**config.mk**
```make
export PLATFORM = sky130hd
export DESIGN_NAME = integer_to_radix_digits_top
export DESIGN_NICKNAME = d
export VERILOG_FILES = /design/src/rtl/itrd_pkg.sv /design/src/rtl/integer_to_radix_digits_top.sv
export SDC_FILE = /design/constraint.sdc
export NUM_CORES = 1
export LEC_CHECK = 0
export ABC_AREA = 1
export BUFFER_PORTS_ARGS = -buffer_cell sky130_fd_sc_hd__buf_2
export CORE_UTILIZATION = 35
export DETAILED_ROUTE_END_ITERATION = 12
export PLACE_DENSITY_LB_ADDON = 0.05
export SYNTH_ARGS = -nofsm -noshare
export SYNTH_HDL_FRONTEND = slang
export SYNTH_SLANG_ARGS = --single-unit
export TNS_END_PERCENT = 30
```
**constraint.sdc**
```tcl
create_clock -name clk -period 3 [get_ports clk]
set_clock_uncertainty 0.15 [all_clocks]
set_input_delay 0.15 -clock clk [delete_from_list [all_inputs] [get_ports clk]]
set_output_delay 0.15 -clock clk [all_outputs]
set_load 0.01 [all_outputs]
```
**src/rtl/itrd_pkg.sv**
```systemverilog
package itrd_pkg;

  localparam int MAX_DIGITS = 32;
  localparam int NUM_W      = 31;
  localparam int RADIX_W    = 6;
  localparam int DIGIT_W    = 6;
  localparam int CHAR_W     = 7;
  localparam int IDX_W      = $clog2(MAX_DIGITS);
  localparam int CNT_W      = $clog2(MAX_DIGITS + 1);
  localparam int STEP_W     = $clog2(NUM_W);

  localparam logic [RADIX_W-1:0] RADIX_RESET = RADIX_W'(10);
  localparam logic [RADIX_W-1:0] RADIX_MIN   = RADIX_W'(2);
  localparam logic [RADIX_W-1:0] RADIX_MAX   = RADIX_W'(36);

  typedef enum logic [1:0] {
    ST_IDLE,
    ST_DIVIDE,
    ST_FETCH,
    ST_SEND
  } state_t;

  function automatic logic [RADIX_W-1:0] effective_radix(input logic [RADIX_W-1:0] r);
    logic [RADIX_W-1:0] e;
    e = r;
    if (r < RADIX_MIN) begin
      e = RADIX_MIN;
    end else if (r > RADIX_MAX) begin
      e = RADIX_MAX;
    end
    return e;
  endfunction

  // Digits 0 to 9 map to '0'..'9', larger digits to 'A'..'Z'.
  function automatic logic [CHAR_W-1:0] digit_to_char(input logic [DIGIT_W-1:0] d);
    logic [DIGIT_W-1:0] c;
    logic [CHAR_W-1:0]  ch;
    c = (d > DIGIT_W'(35)) ? DIGIT_W'(35) : d;
    if (c < DIGIT_W'(10)) begin
      ch = CHAR_W'(48) + CHAR_W'(c);
    end else begin
      ch = CHAR_W'(55) + CHAR_W'(c);
    end
    return ch;
  endfunction

endpackage

```
**src/rtl/integer_to_radix_digits_top.sv**
```systemverilog
// Converts a non-negative integer to ASCII digits in a programmable base.
// Input channel s_*: one request carries the number in s_tdata[30:0].
// Output channel m_*: one request per digit, most significant digit first,
// with the ASCII code in m_tdata[6:0] and tlast set on the final digit.
// Configuration channel cfg_*: cfg_data sets the base; values below 2 act
// as 2 and values above 36 act as 36. The base is sampled when a number is
// accepted, and cfg_ready is always high.
// Each digit comes from a bit-serial restoring divider with one quotient
// bit per cycle. A number with D digits (zero has one digit) runs D
// divisions, then reads each digit from the digit store in the fetch state
// and hands it to the output register in the send state.
// A new number is accepted only once the previous one has all its digits
// handed to the output register; the last digit may still wait there.
// When the receiver stalls, the block holds the current digit and waits.
// Reset sets the base to 10 and returns the block to idle; no clearing
// pass is needed.
module integer_to_radix_digits_top (
  input  logic                          clk,
  input  logic                          rst,
  input  logic                          s_tvalid,
  output logic                          s_tready,
  input  logic [31:0]                   s_tdata,   // [30:0] number, [31] zero
  output logic                          m_tvalid,
  input  logic                          m_tready,
  output logic [7:0]                    m_tdata,   // [6:0] digit_char, [7] zero
  output logic                          m_tlast,   // last_digit
  input  logic                          cfg_valid,
  output logic                          cfg_ready,
  input  logic [itrd_pkg::RADIX_W-1:0]  cfg_data   // radix
);
  import itrd_pkg::*;

  state_t               state, state_next;
  logic [RADIX_W-1:0]   radix;
  logic [RADIX_W-1:0]   base;
  logic [NUM_W-1:0]     quo;
  logic [DIGIT_W-1:0]   rem;
  logic [STEP_W-1:0]    step_cnt;
  logic [CNT_W-1:0]     count;
  logic [IDX_W-1:0]     idx;
  logic [DIGIT_W-1:0]   rd_data;
  logic [CHAR_W-1:0]    out_char;
  logic                 out_last;
  logic                 out_valid;
  logic [DIGIT_W-1:0]   digit_store [MAX_DIGITS];

  logic [DIGIT_W:0]     trial;
  logic                 ge;
  logic [DIGIT_W:0]     rem_step;
  logic                 step_done;
  logic [NUM_W-1:0]     q_final;
  logic                 div_end;
  logic                 in_accept;
  logic                 out_free;
  logic                 load_out;

  assign trial     = {rem, quo[NUM_W-1]};
  assign ge        = trial >= {1'b0, base};
  assign rem_step  = ge ? (trial - {1'b0, base}) : trial;
  assign step_done = step_cnt == STEP_W'(NUM_W - 1);
  assign q_final   = {quo[NUM_W-2:0], ge};
  assign div_end   = (q_final == '0) || (count == CNT_W'(MAX_DIGITS - 1));

  always_comb begin
    state_next = state;
    unique case (state)
      ST_IDLE: begin
        if (s_tvalid) state_next = ST_DIVIDE;
      end
      ST_DIVIDE: begin
        if (step_done && div_end) state_next = ST_FETCH;
      end
      ST_FETCH: begin
        state_next = ST_SEND;
      end
      ST_SEND: begin
        if (out_free) state_next = (idx == '0) ? ST_IDLE : ST_FETCH;
      end
      default: state_next = ST_IDLE;
    endcase
  end

  always_comb begin
    s_tready  = state == ST_IDLE;
    out_free  = !out_valid || m_tready;
    load_out  = (state == ST_SEND) && out_free;
    in_accept = s_tvalid && s_tready;
  end

  assign cfg_ready = 1'b1;
  assign m_tvalid  = out_valid;
  assign m_tdata   = {1'b0, out_char};
  assign m_tlast   = out_last;

  always_ff @(posedge clk) begin
    if (rst) begin
      state     <= ST_IDLE;
      radix     <= RADIX_RESET;
      out_valid <= 1'b0;
      count     <= '0;
      step_cnt  <= '0;
    end else begin
      state <= state_next;
      if (cfg_valid && cfg_ready) begin
        radix <= cfg_data;
      end
      if (load_out) begin
        out_valid <= 1'b1;
      end else if (m_tready) begin
        out_valid <= 1'b0;
      end
      if (in_accept) begin
        count    <= '0;
        step_cnt <= '0;
      end else if (state == ST_DIVIDE) begin
        if (step_done) begin
          step_cnt <= '0;
          count    <= count + CNT_W'(1);
        end else begin
          step_cnt <= step_cnt + STEP_W'(1);
        end
      end
    end
  end

  always_ff @(posedge clk) begin
    if (in_accept) begin
      base <= effective_radix(radix);
      quo  <= s_tdata[NUM_W-1:0];
      rem  <= '0;
    end else if (state == ST_DIVIDE) begin
      quo <= q_final;
      rem <= step_done ? '0 : rem_step[DIGIT_W-1:0];
      if (step_done) begin
        digit_store[count[IDX_W-1:0]] <= rem_step[DIGIT_W-1:0];
        idx                           <= count[IDX_W-1:0];
      end
    end else if (load_out) begin
      idx <= idx - IDX_W'(1);
    end
    rd_data <= digit_store[idx];
    if (load_out) begin
      out_char <= digit_to_char(rd_data);
      out_last <= idx == '0;
    end
  end

  a_send_loads: assert property (@(posedge clk) disable iff (rst)
    load_out |=> m_tvalid)
    else $error("digit not presented after load");

  a_base_range: assert property (@(posedge clk) disable iff (rst)
    (state == ST_DIVIDE) |-> (base >= RADIX_MIN && base <= RADIX_MAX))
    else $error("base out of range during division");

  a_rem_below_base: assert property (@(posedge clk) disable iff (rst)
    (state == ST_DIVIDE) |-> (rem < base))
    else $error("partial remainder not below base");

  a_accept_starts: assert property (@(posedge clk) disable iff (rst)
    in_accept |=> (state == ST_DIVIDE && step_cnt == '0 && count == '0))
    else $error("division did not start cleanly");

endmodule

```
==> flow_summary_export.csv <==
group,metric,value,unit
status,status,"finished clean",
routing,drt-total-wl,28.3,mm
routing,vias_per_cell,4.68,
timing,finalHoldViolations,0,
place,portBuffers,51,
routing,ant_nets,0,
synth,netlist.top_cell.by_area,"edfxtp_1",
worst_setup_path,cp_max_fo,9,
grt,use_met3,2.15,%
cts,cts_tree,"done",
cells_and_area,drive_gt1_share,14.0,%
cells_and_area,fin_cells,1702,
synth,syn_area,11800,um^2
timing,rsz0062_at_grt,"false",
synth,ys_ff_latch,274,
grt,grt_pass1_vias,8005,
cts,htree_num_levels,1,
cells_and_area,final_nets,1294,
power_and_ir_drop,peakVddDrop,0.397,mV
worst_setup_path,reg2reg_depth,8,
timing,max_freq,0.421,GHz
cells_and_area,antennaDiodeCount,0,
cts,cts_setup_buffers,0,
die,die_x,186,um
timing,maxSlewHeadroom,54.1,%
routing,first_iter_violations,450,
cells_and_area,synthToLayoutAreaGrowth,21.1,%
grt,grt.overflow.total,0,
timing,period_share,79.3,%
worst_setup_path,critPathCaptureType,"register",
run,maxCapViolations,0,
timing,min_period,2.38,ns
worst_setup_path,cp_data_arrival_time,2.41,ns
synth,syn-num-nets,1163,
synth,netlist_instances,1105,
timing,tightest_slew,0.687,ns
worst_hold_path,hold_path_class,"input pin to register",
grt,grt_first_pass_wirelength,44.7,mm
die,die_area,34400,um^2
synth,yosysWarningCount,0,
routing,drcViolationCount,0,
synth,yosysUniqueCellTypes,39,
power_and_ir_drop,power_density,725,nW/um^2
place,dpl_cell_area,12700,um^2
grt,grtUsageMet2,29.9,%
die,rows,66,
place,gp_congestion,0.825,
timing,maxSlewViolCount,0,
cts,clk_pin_slew,0.06,ns
worst_hold_path,hp-start,"m_tready",
worst_hold_path,hold_depth,7,
worst_setup_path,crit_path_start,"step_cnt[0]$_SDFFE_PP0P_",
cts,cts-root-buf,"clkbuf_16",
timing,setup_tns,0,ns
die,fp.dieH,186,um
synth,yosys-top-cells-area,"edfxtp_1 (62%), nand2_1 (10%), dfxtp_1 (5.4%), nor2_1 (4.0%), o21ai_0 (3.8%)",
worst_setup_path,path_class,"register to register",
die,coreArea,32900,um^2
cts,hold_buffers,52,
grt,grt.busiest_layer,"met2",
synth,yosysSeqAreaShare,67.1,%
worst_setup_path,crit_required,3.04,ns
routing,first_pass_iters,5,
grt,met1_usage,22.4,%
power_and_ir_drop,leakage,5.48,nW
grt,grtUsageTotal,17.2,%
place,pre_cts_ws,0.598,ns
routing,avgRoutedWirePerCell,16.7,um
die,initial_core_util,35.9,%
cts,clock-sinks,274,
routing,vias,7972,
grt,antenna_found_initial,0,
place,dp_cells,1593,
synth,synth_top_cell_area_share,61.6,%
timing,postLayoutSetupSlackWorst,0.622,ns
cts,clock_path_buffers,3,
cts,cts_buffers,31,
worst_setup_path,r2r_start,"step_cnt[0]$_SDFFE_PP0P_",
cts,ctsResizeCount,0,
cts,clock_latency,0.55,ns
die,ioPinCount,55,
cells_and_area,design_area,14300,um^2
timing,setup_viol,0,
power_and_ir_drop,finalPower,10.4,mW
synth,syn_area_per_cell,10.7,um^2
grt,grt_max_degree,77,
worst_setup_path,start_kind,"register",
place,hpwl,17.9,mm
[state kept, by name, indices dropped and copies added (netlist names)]
register	cells
state	2
rd_data	6
digit_store	192
quo	31
rem	6
m_tvalid	1
step_cnt	5
m_tlast	1
out_char	7
idx	5
radix	6
base	6
count	6
[cell type report]
type / count / area [um^2]
clock buffers: 45 / 888
clock inverters: 12 / 141
fillers: 3189 / 18600
inverters: 52 / 195
multi-input cells: 732 / 3440
flip-flops and latches: 274 / 7910
well taps: 442 / 553
repair buffers: 145 / 1140
[layer usage]
layer / wire (um) / vias to the layer above / part of all wire (%)
li1: - / 4032 / -
met2: 13800 / 143 / 49
met1: 12900 / 3752 / 46
met5: 0 / - / 0
met4: 711 / 0 / 2.5
met3: 908 / 45 / 3.2
[path summary, 6_finish.rpt]
path | slack, ns | endpoint
setup reg to reg | 0.62 | digit_store[8][1]$_DFFE_PP_
hold reg to reg | 0.30 | base[5]$_SDFFCE_PP0P_
hold / removal | 0.06 | state[0]$_SDFFE_PP0P_
setup / recovery | 0.62 | digit_store[8][1]$_DFFE_PP_
[cell families after synthesis]
group	synth area share, %
buf+inv	3.69
fa+ha+maj	1.66
flops	67.1
xor+xnor	0.743
compound gates	9.14
other cells	0.0637
simple gates	17.6
[critical path, cell delays in order (launching register included)]
cell	delay (ns)
dfxtp_1	0.32
inv_1	0.09
ha_1	0.14
nand2_1	0.08
nor2_4	0.14
nand2_4	0.12
inv_2	0.11
nand2_1	0.30
nor2_1	0.56
[Yosys cell counts (all sizes together)]
master,n
a21boi,24
a21oi,42
a31oi,3
and2,1
buf,31
clkbuf,16
clkinv,1
conb,2
dfxtp,32
edfxtp,242
fa,1
ha,14
inv,51
nand2,332
nand3,29
nand4,1
nor2,134
nor3,7
nor4,1
o21ai,99
o21bai,1
o22ai,24
or2,7
xnor2,5
xor2,5
[power by group]
| part | total [mW] | internal (mW) | switching, mW | leakage [nW] |
|---|---|---|---|---|
| sequential | 4.97 | 4.88 | 0.0926 | 2.50 |
| clock | 3.79 | 2.30 | 1.49 | 0.510 |
| combinational | 1.59 | 0.463 | 1.13 | 2.47 |
[cells in the final DEF, fill, tap and decap left out, types with 4 or more instances in the layout]
master	instances
dfxtp_1	32
o21ai_2	4
inv_2	9
o21ai_1	6
nand2_1	321
clkbuf_16	31
nand2_2	10
buf_2	51
nand3_1	29
ha_1	14
a21oi_1	42
o22ai_1	24
inv_1	42
o21ai_0	89
edfxtp_1	242
clkinv_2	6
a21boi_0	16
nor2_2	4
clkbuf_1	8
clkbuf_8	6
buf_12	4
xnor2_1	5
nor3_1	6
a21boi_1	8
buf_4	38
nor2_1	127
xor2_1	5
dlygate4sd3_1	52
[stage by stage]
step	utilization, %	hold WS (ns)
after floorplan	-	0.0691
after global placement	38.7	0.232
after detailed placement	38.7	0.233
after CTS	43.4	0.0392
after global routing	43.4	0.107
final	43.4	0.0599
(Power assumes the default switching activity.)
